## config.mk

```make
export PLATFORM = sky130hd
export DESIGN_NAME = utf8_char_escaper_core
export DESIGN_NICKNAME = d
export VERILOG_FILES = /design/src/rtl/u8e_pkg.sv /design/src/rtl/u8e_decode.sv /design/src/rtl/u8e_format.sv /design/src/rtl/u8e_emit.sv /design/src/rtl/utf8_char_escaper_core.sv
export SDC_FILE = /design/constraint.sdc
export NUM_CORES = 1
export LEC_CHECK = 0
export ABC_CLOCK_PERIOD_IN_PS = 29300
export BUFFER_PORTS_ARGS = -buffer_cell sky130_fd_sc_hd__buf_4
export CORE_MARGIN = 2
export CORE_UTILIZATION = 35
export DETAILED_ROUTE_END_ITERATION = 8
export SKIP_LAST_GASP = 1
export SYNTH_ARGS = -nofsm -noshare
export SYNTH_HDL_FRONTEND = slang
export SYNTH_SLANG_ARGS = --single-unit
```

## constraint.sdc

```tcl
create_clock -name clk -period 29.3 [get_ports clk]
set_input_delay 4.395 -clock clk [delete_from_list [all_inputs] [get_ports clk]]
set_output_delay 4.395 -clock clk [all_outputs]
set_load 0.02 [all_outputs]
```

## src/rtl/u8e_pkg.sv

```systemverilog
// Shared types, constants and helpers for the UTF-8 character escaper.
package u8e_pkg;

  localparam int CODE_W     = 21;
  localparam int RAW_W      = 32;
  localparam int LEN_W      = 3;
  localparam int MAX_OUT    = 10;
  localparam int COUNT_W    = $clog2(MAX_OUT + 1);
  localparam int PTR_W      = $clog2(MAX_OUT);
  localparam int CFG_IDX_W  = 2;
  localparam int CFG_DATA_W = 21;

  localparam logic [CFG_IDX_W-1:0] REG_ESCAPE_WHAT     = 2'd0;
  localparam logic [CFG_IDX_W-1:0] REG_ESCAPE_HOW      = 2'd1;
  localparam logic [CFG_IDX_W-1:0] REG_CLOSING_BRACKET = 2'd2;

  localparam logic [3:0]        ESCAPE_WHAT_RST     = 4'd5;
  localparam logic [3:0]        ESCAPE_HOW_RST      = 4'd0;
  localparam logic [CODE_W-1:0] CLOSING_BRACKET_RST = 21'd93;

  localparam logic [2:0] HOW_BSLASH = 3'd0;
  localparam logic [2:0] HOW_LETTER = 3'd1;
  localparam logic [2:0] HOW_BRACED = 3'd2;
  localparam logic [2:0] HOW_XHEX   = 3'd3;
  localparam logic [2:0] HOW_XHEX4  = 3'd4;
  localparam logic [2:0] HOW_SMART  = 3'd5;

  localparam logic [7:0] CH_BSLASH = 8'h5C;
  localparam logic [7:0] CH_X      = 8'h78;
  localparam logic [7:0] CH_XU     = 8'h58;
  localparam logic [7:0] CH_LBRACE = 8'h7B;
  localparam logic [7:0] CH_RBRACE = 8'h7D;
  localparam logic [7:0] CH_C      = 8'h63;
  localparam logic [7:0] CH_A      = 8'h61;
  localparam logic [7:0] CH_B      = 8'h62;
  localparam logic [7:0] CH_E      = 8'h65;
  localparam logic [7:0] CH_F      = 8'h66;
  localparam logic [7:0] CH_T      = 8'h74;
  localparam logic [7:0] CH_N      = 8'h6E;
  localparam logic [7:0] CH_R      = 8'h72;

  typedef struct packed {
    logic [CODE_W-1:0] code;
    logic [RAW_W-1:0]  raw;
    logic [LEN_W-1:0]  len;
    logic              flag;
    logic              bad;
  } chr_t;

  typedef struct packed {
    logic [MAX_OUT-1:0][7:0] bytes;
    logic [COUNT_W-1:0]      count;
    logic                    bad;
  } seq_t;

  function automatic logic [7:0] hex_char(input logic [3:0] v);
    hex_char = (v < 4'd10) ? (8'h30 + {4'd0, v}) : (8'h37 + {4'd0, v});
  endfunction

endpackage

```

## src/rtl/u8e_decode.sv

```systemverilog
// UTF-8 byte gatherer: builds code points and holds each finished character.
module u8e_decode (
  input  logic          clk,
  input  logic          rst,
  input  logic          in_valid,
  output logic          in_stall,
  input  logic [7:0]    in_byte,
  input  logic          check_bracket,
  output logic          chr_valid,
  output u8e_pkg::chr_t chr,
  input  logic          chr_take
);
  import u8e_pkg::*;

  logic [CODE_W-1:0] code_accum, code_next;
  logic [1:0]        bytes_left, left_next;
  logic [RAW_W-1:0]  raw_store, raw_next;
  logic [LEN_W-1:0]  char_len, len_next;
  logic              bracket_flag, flag_next;
  logic [LEN_W-1:0]  lead_len;
  logic [1:0]        pos;
  logic              done, bad, accept;

  assign in_stall = chr_valid && !chr_take;
  assign accept   = in_valid && !in_stall;

  always_comb begin
    code_next = code_accum;
    raw_next  = raw_store;
    len_next  = char_len;
    left_next = bytes_left;
    flag_next = bracket_flag;
    lead_len  = '0;
    pos       = char_len[1:0] - bytes_left;
    done      = 1'b0;
    bad       = 1'b0;
    if (bytes_left == 2'd0) begin
      if (in_byte < 8'h80) begin
        lead_len  = 3'd1;
        code_next = {13'd0, in_byte};
      end else if (in_byte < 8'hC0) begin
        bad = 1'b1;
      end else if (in_byte < 8'hE0) begin
        lead_len  = 3'd2;
        code_next = {16'd0, in_byte[4:0]};
      end else if (in_byte < 8'hF0) begin
        lead_len  = 3'd3;
        code_next = {17'd0, in_byte[3:0]};
      end else if (in_byte < 8'hF5) begin
        lead_len  = 3'd4;
        code_next = {18'd0, in_byte[2:0]};
      end else begin
        bad = 1'b1;
      end
      if (!bad) begin
        raw_next  = {24'd0, in_byte};
        len_next  = lead_len;
        left_next = lead_len[1:0] - 2'd1;
        flag_next = check_bracket;
        done      = (lead_len == 3'd1);
      end
    end else begin
      code_next = {code_accum[CODE_W-7:0], in_byte[5:0]};
      case (pos)
        2'd1:    raw_next[15:8]  = in_byte;
        2'd2:    raw_next[23:16] = in_byte;
        2'd3:    raw_next[31:24] = in_byte;
        default: raw_next[7:0]   = in_byte;
      endcase
      left_next = bytes_left - 2'd1;
      done      = (left_next == 2'd0);
    end
  end

  always_ff @(posedge clk) begin
    if (rst) begin
      code_accum   <= '0;
      bytes_left   <= '0;
      char_len     <= '0;
      bracket_flag <= 1'b0;
      chr_valid    <= 1'b0;
    end else begin
      if (chr_take) begin
        chr_valid <= 1'b0;
      end
      if (accept) begin
        code_accum   <= code_next;
        bytes_left   <= left_next;
        char_len     <= len_next;
        bracket_flag <= flag_next;
        if (done || bad) begin
          chr_valid <= 1'b1;
        end
      end
    end
  end

  always_ff @(posedge clk) begin
    if (accept) begin
      raw_store <= raw_next;
      if (done || bad) begin
        chr.code <= code_next;
        chr.raw  <= raw_next;
        chr.len  <= len_next;
        chr.flag <= flag_next;
        chr.bad  <= bad;
      end
    end
  end

endmodule

```

## src/rtl/u8e_format.sv

```systemverilog
// Escape decision and output text builder for one finished character.
module u8e_format (
  input  u8e_pkg::chr_t               chr,
  input  logic [3:0]                  escape_what,
  input  logic [3:0]                  escape_how,
  input  logic [u8e_pkg::CODE_W-1:0]  closing_bracket,
  output u8e_pkg::seq_t               seq
);
  import u8e_pkg::*;

  logic [CODE_W-1:0] c;
  logic [23:0]       c_ext;
  logic              esc;
  logic [2:0]        how;
  logic [2:0]        stage;
  logic [2:0]        digits;
  logic [2:0]        nib_idx;
  logic              lower_bs;
  logic [7:0]        c_low;

  assign c     = chr.code;
  assign c_ext = {3'd0, c};
  assign c_low = c[7:0] | 8'h20;

  always_comb begin
    if (c == 21'h5C) begin
      esc = 1'b1;
    end else if (chr.flag && c == closing_bracket) begin
      esc = 1'b1;
    end else if (c > 21'hFFFF) begin
      esc = escape_what >= 4'd1;
    end else if (c >= 21'h4E00 && c <= 21'h9FFF) begin
      esc = escape_what >= 4'd4;
    end else if (c >= 21'hE000 && c <= 21'hF8FF) begin
      esc = escape_what >= 4'd2;
    end else if (c >= 21'h80) begin
      esc = escape_what >= 4'd3;
    end else if (c < 21'h20) begin
      esc = escape_what >= 4'd5;
    end else begin
      esc = escape_what >= 4'd7;
    end
  end

  always_comb begin
    how = (escape_how > 4'd5) ? HOW_BSLASH : escape_how[2:0];
    case (how)
      HOW_SMART, HOW_XHEX: stage = 3'd0;
      HOW_XHEX4:           stage = 3'd1;
      HOW_BRACED:          stage = 3'd2;
      HOW_LETTER:          stage = 3'd3;
      default:             stage = 3'd4;
    endcase
  end

  always_comb begin
    digits = 3'd1;
    for (int k = 1; k < 6; k++) begin
      if ((c_ext >> (4 * k)) != 24'd0) begin
        digits = 3'(k + 1);
      end
    end
  end

  // characters above 0xFF, or outside 'a'..'z' after case folding, get a backslash
  assign lower_bs = (c > 21'hFF) || (c_low < CH_A) || (c_low > 8'h7A);

  always_comb begin
    seq       = '0;
    nib_idx   = '0;
    if (chr.bad) begin
      seq.bad   = 1'b1;
      seq.count = 4'd1;
    end else if (!esc) begin
      for (int i = 0; i < 4; i++) begin
        seq.bytes[i] = chr.raw[8*i +: 8];
      end
      seq.count = {1'b0, chr.len};
    end else if (stage <= 3'd0 && (how == HOW_XHEX || c >= 21'h7F) && c <= 21'hFF) begin
      seq.bytes[0] = CH_BSLASH;
      seq.bytes[1] = CH_X;
      seq.bytes[2] = hex_char(c[7:4]);
      seq.bytes[3] = hex_char(c[3:0]);
      seq.count    = 4'd4;
    end else if (stage <= 3'd1 && (how == HOW_XHEX4 || c > 21'hFF) && c <= 21'hFFFF) begin
      seq.bytes[0] = CH_BSLASH;
      seq.bytes[1] = CH_XU;
      seq.bytes[2] = hex_char(c[15:12]);
      seq.bytes[3] = hex_char(c[11:8]);
      seq.bytes[4] = hex_char(c[7:4]);
      seq.bytes[5] = hex_char(c[3:0]);
      seq.count    = 4'd6;
    end else if (stage <= 3'd2 && (how == HOW_BRACED || c > 21'hFFFF)) begin
      seq.bytes[0] = CH_BSLASH;
      seq.bytes[1] = CH_X;
      seq.bytes[2] = CH_LBRACE;
      for (int i = 0; i < 6; i++) begin
        if (3'(i) < digits) begin
          nib_idx          = digits - 3'd1 - 3'(i);
          seq.bytes[3 + i] = hex_char(c_ext[4*nib_idx +: 4]);
        end
      end
      seq.bytes[3 + digits] = CH_RBRACE;
      seq.count             = 4'd4 + {1'b0, digits};
    end else if (stage <= 3'd3 && c >= 21'd1 && c <= 21'd27) begin
      seq.bytes[0] = CH_BSLASH;
      seq.count    = 4'd2;
      case (c[4:0])
        5'd7:    seq.bytes[1] = CH_A;
        5'd8:    seq.bytes[1] = CH_B;
        5'd27:   seq.bytes[1] = CH_E;
        5'd12:   seq.bytes[1] = CH_F;
        5'd9:    seq.bytes[1] = CH_T;
        5'd10:   seq.bytes[1] = CH_N;
        5'd13:   seq.bytes[1] = CH_R;
        default: begin
          seq.bytes[1] = CH_C;
          seq.bytes[2] = {3'b010, c[4:0]};
          seq.count    = 4'd3;
        end
      endcase
    end else if (how == HOW_SMART && (c <= 21'h1F || c == 21'h7F)) begin
      seq.bytes[0] = CH_BSLASH;
      seq.bytes[1] = CH_X;
      seq.bytes[2] = hex_char(c[7:4]);
      seq.bytes[3] = hex_char(c[3:0]);
      seq.count    = 4'd4;
    end else if (lower_bs) begin
      seq.bytes[0] = CH_BSLASH;
      for (int i = 0; i < 4; i++) begin
        seq.bytes[1 + i] = chr.raw[8*i +: 8];
      end
      seq.count = {1'b0, chr.len} + 4'd1;
    end else begin
      for (int i = 0; i < 4; i++) begin
        seq.bytes[i] = chr.raw[8*i +: 8];
      end
      seq.count = {1'b0, chr.len};
    end
  end

endmodule

```

## src/rtl/u8e_emit.sv

```systemverilog
// Output register: holds one character's text and sends it a byte per item.
module u8e_emit (
  input  logic          clk,
  input  logic          rst,
  input  logic          seq_valid_in,
  input  u8e_pkg::seq_t seq_in,
  output logic          seq_take,
  output logic          out_valid,
  input  logic          out_stall,
  output logic [7:0]    out_byte,
  output logic          last_of_char,
  output logic          bad_lead
);
  import u8e_pkg::*;

  seq_t             seq;
  logic             seq_valid;
  logic [PTR_W-1:0] ptr;
  logic             at_end;

  assign at_end   = (COUNT_W'(ptr) == (seq.count - COUNT_W'(1)));
  assign seq_take = !seq_valid || (!out_stall && at_end);

  assign out_valid    = seq_valid;
  assign out_byte     = seq.bytes[ptr];
  assign last_of_char = at_end && !seq.bad;
  assign bad_lead     = seq.bad;

  always_ff @(posedge clk) begin
    if (rst) begin
      seq_valid <= 1'b0;
      ptr       <= '0;
    end else if (seq_take) begin
      seq_valid <= seq_valid_in;
      ptr       <= '0;
    end else if (!out_stall) begin
      ptr <= ptr + 1'b1;
    end
  end

  always_ff @(posedge clk) begin
    if (seq_take) begin
      seq <= seq_in;
    end
  end

endmodule

```

## src/rtl/utf8_char_escaper_core.sv

```systemverilog
// Top level of the UTF-8 character escaper.
//
// Input channel: one UTF-8 byte per item (in_byte) with check_bracket, taken
// with the lead byte, on in_valid / in_stall. Output channel: one text byte
// per item (out_byte, last_of_char, bad_lead) on out_valid / out_stall.
// Configuration: cfg_we writes cfg_data into register cfg_index
// (0 escape_what, 1 escape_how, 2 closing_bracket); write only while idle.
// A character is held in the character register once its last input byte is
// accepted, then its text moves to the output register. A character makes 1
// to 10 output bytes, sent one per cycle from the output register while
// out_stall is low, so the output side sets the rate: one input byte per cycle
// while characters pass raw, and a character that expands holds the input
// while its text is sent. Continuation bytes are taken every cycle while the
// character register is free. A bad lead byte gives one item with bad_lead set, out_byte zero.
// Reset clears the decoder state and the pending output and loads register
// defaults 5, 0 and 93. While out_stall is high the current byte holds, and
// once the character and output registers are full in_stall rises.
module utf8_char_escaper_core (
  input  logic                         clk,
  input  logic                         rst,
  input  logic                         in_valid,
  output logic                         in_stall,
  input  logic [7:0]                   in_byte,
  input  logic                         check_bracket,
  output logic                         out_valid,
  input  logic                         out_stall,
  output logic [7:0]                   out_byte,
  output logic                         last_of_char,
  output logic                         bad_lead,
  input  logic                         cfg_we,
  input  logic [u8e_pkg::CFG_IDX_W-1:0]  cfg_index,
  input  logic [u8e_pkg::CFG_DATA_W-1:0] cfg_data
);
  import u8e_pkg::*;

  logic [3:0]        escape_what;
  logic [3:0]        escape_how;
  logic [CODE_W-1:0] closing_bracket;
  logic              chr_valid, seq_take;
  chr_t              chr;
  seq_t              seq;

  always_ff @(posedge clk) begin
    if (rst) begin
      escape_what     <= ESCAPE_WHAT_RST;
      escape_how      <= ESCAPE_HOW_RST;
      closing_bracket <= CLOSING_BRACKET_RST;
    end else if (cfg_we) begin
      case (cfg_index)
        REG_ESCAPE_WHAT:     escape_what     <= cfg_data[3:0];
        REG_ESCAPE_HOW:      escape_how      <= cfg_data[3:0];
        REG_CLOSING_BRACKET: closing_bracket <= cfg_data[CODE_W-1:0];
        default: ;
      endcase
    end
  end

  u8e_decode u_decode (
    .clk           (clk),
    .rst           (rst),
    .in_valid      (in_valid),
    .in_stall      (in_stall),
    .in_byte       (in_byte),
    .check_bracket (check_bracket),
    .chr_valid     (chr_valid),
    .chr           (chr),
    .chr_take      (chr_valid && seq_take)
  );

  u8e_format u_format (
    .chr             (chr),
    .escape_what     (escape_what),
    .escape_how      (escape_how),
    .closing_bracket (closing_bracket),
    .seq             (seq)
  );

  u8e_emit u_emit (
    .clk          (clk),
    .rst          (rst),
    .seq_valid_in (chr_valid),
    .seq_in       (seq),
    .seq_take     (seq_take),
    .out_valid    (out_valid),
    .out_stall    (out_stall),
    .out_byte     (out_byte),
    .last_of_char (last_of_char),
    .bad_lead     (bad_lead)
  );

endmodule

```

# [Yosys cells after proc, flatten, opt, wreduce, memory -nomap -nowiden]
# Index checks and enable logic that the tools add are counted.
[classes] add_sub_neg=34 order_cmp=51 eq_ne=23 n_shift=6 mux=115 bitwise=5 n_reduce_logical=49
[ops] operator="two-way mux 8 bit" count=55
[ops] operator="two-way mux 36 bit" count=4
[ops] operator="variable part select 24 x 6 -> 4 bit" count=6
[ops] operator="adder 6 x 4 -> 7 bit, first input constant" count=20
[ops] operator="two-way mux 21 bit" count=6
[ops] operator="nonzero test 24 bit" count=4
[ops] operator="two-way mux 32 bit" count=2
[ops] operator="less-or-equal comparator 21 x 16 -> 1 bit, second input constant" count=3
[ops] operator="OR 54 x 60 -> 60 bit" count=1
[ops] operator="two-way mux 52 bit" count=1
[ops] operator="two-way mux 44 bit" count=1
[ops] operator="== test 21 x 7 -> 1 bit, second input constant" count=2
[ops] operator="less-or-equal comparator 21 x 5 -> 1 bit, second input constant" count=2
[ops] operator="less-than comparator 4 bit, second input constant" count=10
[ops] operator="less-than comparator 8 bit, second input constant" count=5
[ops] operator="two-way mux 3 bit" count=12
[ops] operator="one-hot mux 5 bit (7 select lines)" count=1
[ops] operator="binary-select mux 8 bit (select 4 bit)" count=1
[ops] operator="demux 8 bit (select 4 bit)" count=1
[ops] operator=">= comparator 32 x 1 -> 1 bit, second input constant" count=1
[ops] operator="less-than comparator 32 x 5 -> 1 bit, second input constant" count=1
[ops] operator="two-way mux 28 bit" count=1
[ops] operator="== test 5 x 4 -> 1 bit, second input constant" count=5
[ops] operator="two-way mux 1 bit" count=23
[ops] operator="58 further kinds" count=115
[word_totals] reg_bits=237

# [Depth between registers and ports, before layout]
[logic_depth] word_depth=22 depth_mapped=20

# [Modules after synthesis]
# From an unflattened synthesis, not the netlist that was laid out.
[hier_totals] cells_unflattened=1444 hier_area_um2=14689.1
[by_module_without_submodules] mod="u8e_format" n_inst=1 cells_per_inst=786 area_each_um2=5079.9 seq_area_each_um2=0.0
[by_module_without_submodules] mod="u8e_decode" n_inst=1 cells_per_inst=336 area_each_um2=4760.8 seq_area_each_um2=3263.1
[by_module_without_submodules] mod="u8e_emit" n_inst=1 cells_per_inst=196 area_each_um2=3572.2 seq_area_each_um2=2652.5
[by_module_without_submodules] mod="utf8_char_escaper_core" n_inst=1 cells_per_inst=126 area_each_um2=1276.2 seq_area_each_um2=580.6

# [Worst setup path after synthesis]
# No wires, ideal clock.
[synth_path] path_type="input port to flip-flop" startpoint="input port out_stall" endpoint="register, netlist name u_decode.chr[0]" t_arrival_ns=17.132 slack_ns=11.621 cell_stages=4 cell_sequence="o41ai_1 or2_2 nand2_1 nor3_1"
[synth_via] elab_chain_len=9
[synth_lines] element="from (decl)" line="utf8_char_escaper_core.sv:26" rtl="input logic out_stall,"
[synth_lines] element="logical NOT 1 bit"
[synth_lines] element="logical AND 1 bit" line="u8e_emit.sv:22" rtl="assign seq_take = !seq_valid || (!out_stall && at_end);"
[synth_lines] element="logical OR 1 bit" line="u8e_emit.sv:22"
[synth_lines] element="logical AND 1 bit" line="utf8_char_escaper_core.sv:67" rtl=".chr_take (chr_valid && seq_take)"
[synth_lines] element="logical NOT 1 bit" line="u8e_decode.sv:24" rtl="assign in_stall = chr_valid && !chr_take;"
[synth_lines] element="logical AND 1 bit" line="u8e_decode.sv:24"
[synth_lines] element="logical NOT 1 bit" line="u8e_decode.sv:25" rtl="assign accept = in_valid && !in_stall;"
[synth_lines] element="logical AND 1 bit" line="u8e_decode.sv:25"
[synth_lines] element="AND reduction 2 bit (no line)"
# Every way passes these cells.
# A chain may end at the register's enable or synchronous reset.

# [Worst setup path after layout]
[layout_path] startpoint="input port out_stall" endpoint="output port in_stall"
[layout_via] elab_chain_len=6
[layout_lines] element="logical NOT 1 bit"
[layout_lines] element="logical AND 1 bit" line="u8e_emit.sv:22"
[layout_lines] element="logical OR 1 bit" line="u8e_emit.sv:22"
[layout_lines] element="named net seq_take" line="utf8_char_escaper_core.sv:39" rtl="logic chr_valid, seq_take;"
[layout_lines] element="logical AND 1 bit" line="utf8_char_escaper_core.sv:67"
[layout_lines] element="logical NOT 1 bit" line="u8e_decode.sv:24"
[layout_lines] element="logical AND 1 bit" line="u8e_decode.sv:24"
[layout_lines] element="to (decl)" line="utf8_char_escaper_core.sv:22" rtl="output logic in_stall,"
# The timed path passes the listed nets, and every way through them passes these cells.

==> metrics.cfg <==
[run_status]
status=finished, final reports clean

[detailed_routing]
vias=11500
route.detailed.vias_per_inst=5.88
drtIter0Drc=1331
wl_per_cell_um=22.1
routed_wl_um=43000
drc=0
antenna_left=0
first_pass_iters=6

[synth]
ys_types=85
syn-cell-area_mm2=0.0136
ys.flop_type=edfxtp_1
yosys-top-cells-area=edfxtp_1 (36%), dfxtp_1 (9.1%), nand2_1 (5.0%)
yosys.area.top_type=edfxtp_1
netlist_instances=1408
ys_seq_area_frac=0.454
synth.avg_cell_area_um2=9.64
yosysTopAreaCellShare=0.363
async_flop_share=0
synthTopCellsByCount=nand2_1 (182), edfxtp_1 (164), nor2_1 (115)
synth-edff-count=164
synth-seq-cells=226
yosysMostFrequentCell=nand2_1
synth_warnings=0
synth_nets=1474

[global_route]
grt_max_degree=60
antenna_found_initial=0
first_global_vias=10900
grt_pass1_wl_um=66400
grt_overflow=0
grtUsageTotal=0.209

[layout]
fin_nets=1476
area_delta_synth_final_pct=11.5
diodes=0
fin_cells=1947
n_fill_cell=3861
drive_gt1_frac=0.130

[cts]
cts_htree_levels=1
ctsHoldBuffers=0
post_cts_resized=0
clockBufferDepth=3
cts_setup_buffers=0
cts_tree=done
clock_sinks=226
cts_root_buffer=clkbuf_16
insertion_delay_ns=0.55
cts_buffers=25
cts.clk_slew.worst_paths_ns=0.06

[timing]
slew_viol_final=0
max_freq_ghz=0.0974
tightest_slew_ns=1.07
rsz0062_at_grt=false
period_minus_slack_ns=10.27
setup_violations=0
tns_ns=0
finalHoldViolCount=0
fin_skew_ns=0.0101
slew_headroom=0.286
period_share=0.350

[power]
power.share.clock=0.340
p_leak_uw=0.00555
swShare=0.297
p_int_uw=624
power_density_mw_per_mm2=58.6
p_sw_uw=263
p_seq_frac=0.460
ir_drop_mv=0.0393
combPwrFrac=0.200

[setup_path]
path_class=primary input to primary output
r2r_start=u_decode.chr[50]$_DFFE_PP_
startpoint=out_stall
required_ns=24.90
critical_path_arrival_ns=5.87
cp_max_fo=31
critPathLaunchType=primary input
end_kind=primary output

[hold_path]
hp-class=flip-flop to flip-flop
hp-start=u_decode.code_accum[18]$_SDFFE_PP0P_

[floorplanning]
num_rows=72
dieArea_mm2=0.0404
fp.coreArea_mm2=0.0385
initial_utilization=0.353
chipWidth_um=201
num_io_pins=49
die_h_um=201

[placed_design]
io_buffers=48
dp_cells=1901
dpl.hpwl_um=30000
gp_congestion=0.924

[flow_run]
drv_cap=0

worst max-delay path, stage by stage:
cell,delay (ns)
buf_4,0.14
o41ai_2,0.39
buf_4,0.44
or2_2,0.25
inv_1,0.08
buf_4,0.16
logic make-up (layout without fill, tap and decap cells):
family / count (synthesis) / count (layout) / share of synthesized area
AND/OR/NAND/NOR: 508 / 508 / 0.181
AO/OA/AOI/OAI: 399 / 399 / 0.199
flip-flops: 226 / 226 / 0.454
buffers and inverters: 135 / 156 / 0.0417
multiplexers: 68 / 68 / 0.0688
XOR/XNOR: 43 / 43 / 0.0278
adder cells (fa/ha/maj): 29 / 29 / 0.0267
metrics by stage:
stage	utilization	total power [uW]	hold slack [ns]	setup slack (ns)	area [um2]
2_1_floorplan	-	529	0.424	11.62	13600
3_3_place_gp	0.373	585	0.441	19.09	14300
3_5_place_dp	0.373	588	0.447	19.06	14300
4_1_cts	0.393	891	0.456	19.04	15100
5_1_grt	0.393	926	0.473	18.95	15100
6_report	0.393	887	0.453	19.03	15100
power by group through the flow:
stage | logic [uW] | clock network (uW) | registers (uW)
finish | 178 | 301 | 408
floorplan | 126 | 0 | 403
global placement | 172 | 0 | 413
CTS | 175 | 308 | 407
detailed placement | 174 | 0 | 414
global route | 193 | 322 | 411
per-layer routing:
layer  share of wire  vias to the layer above  routed length, um  track usage
li1                -                     5297                  -            -
met1            0.45                     5508              19400        0.299
met2            0.45                      546              19200        0.326
met3           0.070                      103               3030       0.0305
met4           0.033                        0               1420       0.0667
met5               0                        -                  0            0
sequential cells by signal (all words and copies together), names as in the netlist:
name and flops:
escape_what 4, u_decode.raw_store 32, u_decode.bytes_left 2, u_emit.bad_lead 1, u_emit.ptr 4, u_decode.char_len 3
closing_bracket 21, u_decode.code_accum 21, u_emit.out_valid 1, u_decode.chr_valid 1, u_emit.seq 73, u_decode.chr 58
escape_how 4, u_decode.bracket_flag 1
layout by cell type, fill, tap and decap left out, drive strengths merged, types with 7 or more instances in the layout:
cell type    n
a211o        7
a211oi      17
a21boi       8
a21o         9
a21oi      105
a221oi      11
a22o        37
a31oi       22
a32o         7
and2         8
and3        19
buf         72
clkbuf      36
dfxtp       62
edfxtp     164
ha          29
inv         40
mux2        22
mux2i       28
mux4        18
nand2      182
nand2b      10
nand3       39
nand3b       9
nand4       16
nor2       119
nor2b       15
nor3        35
nor4        10
o211ai      16
o21a        11
o21ai       72
o22ai        9
o31ai       13
o32ai        8
or2         14
or4          7
xnor2       30
xor2        13
worst paths after layout:
check	slack, ns	depth (start not counted)	end
worst min-delay path	0.45	2	u_decode.code_accum[18]$_SDFFE_PP0P_
worst max register to register	23.26	13	u_emit.seq[70]$_SDFFCE_PP0P_
worst min register to register	0.45	2	u_decode.code_accum[18]$_SDFFE_PP0P_
worst max-delay path	19.03	6	in_stall
layout make-up:
type,count,area (um2),share of cell area
Clock inverter,10,98.8,0.00653
Multi-Input combinational cell,1047,6850,0.453
Inverter,38,143,0.00943
Sequential cell,226,6170,0.408
Timing Repair Buffer,72,541,0.0357
Tap cell,518,648,0.0428
Clock buffer,36,687,0.0454
Note: power is estimated with default switching activity, not from simulation.
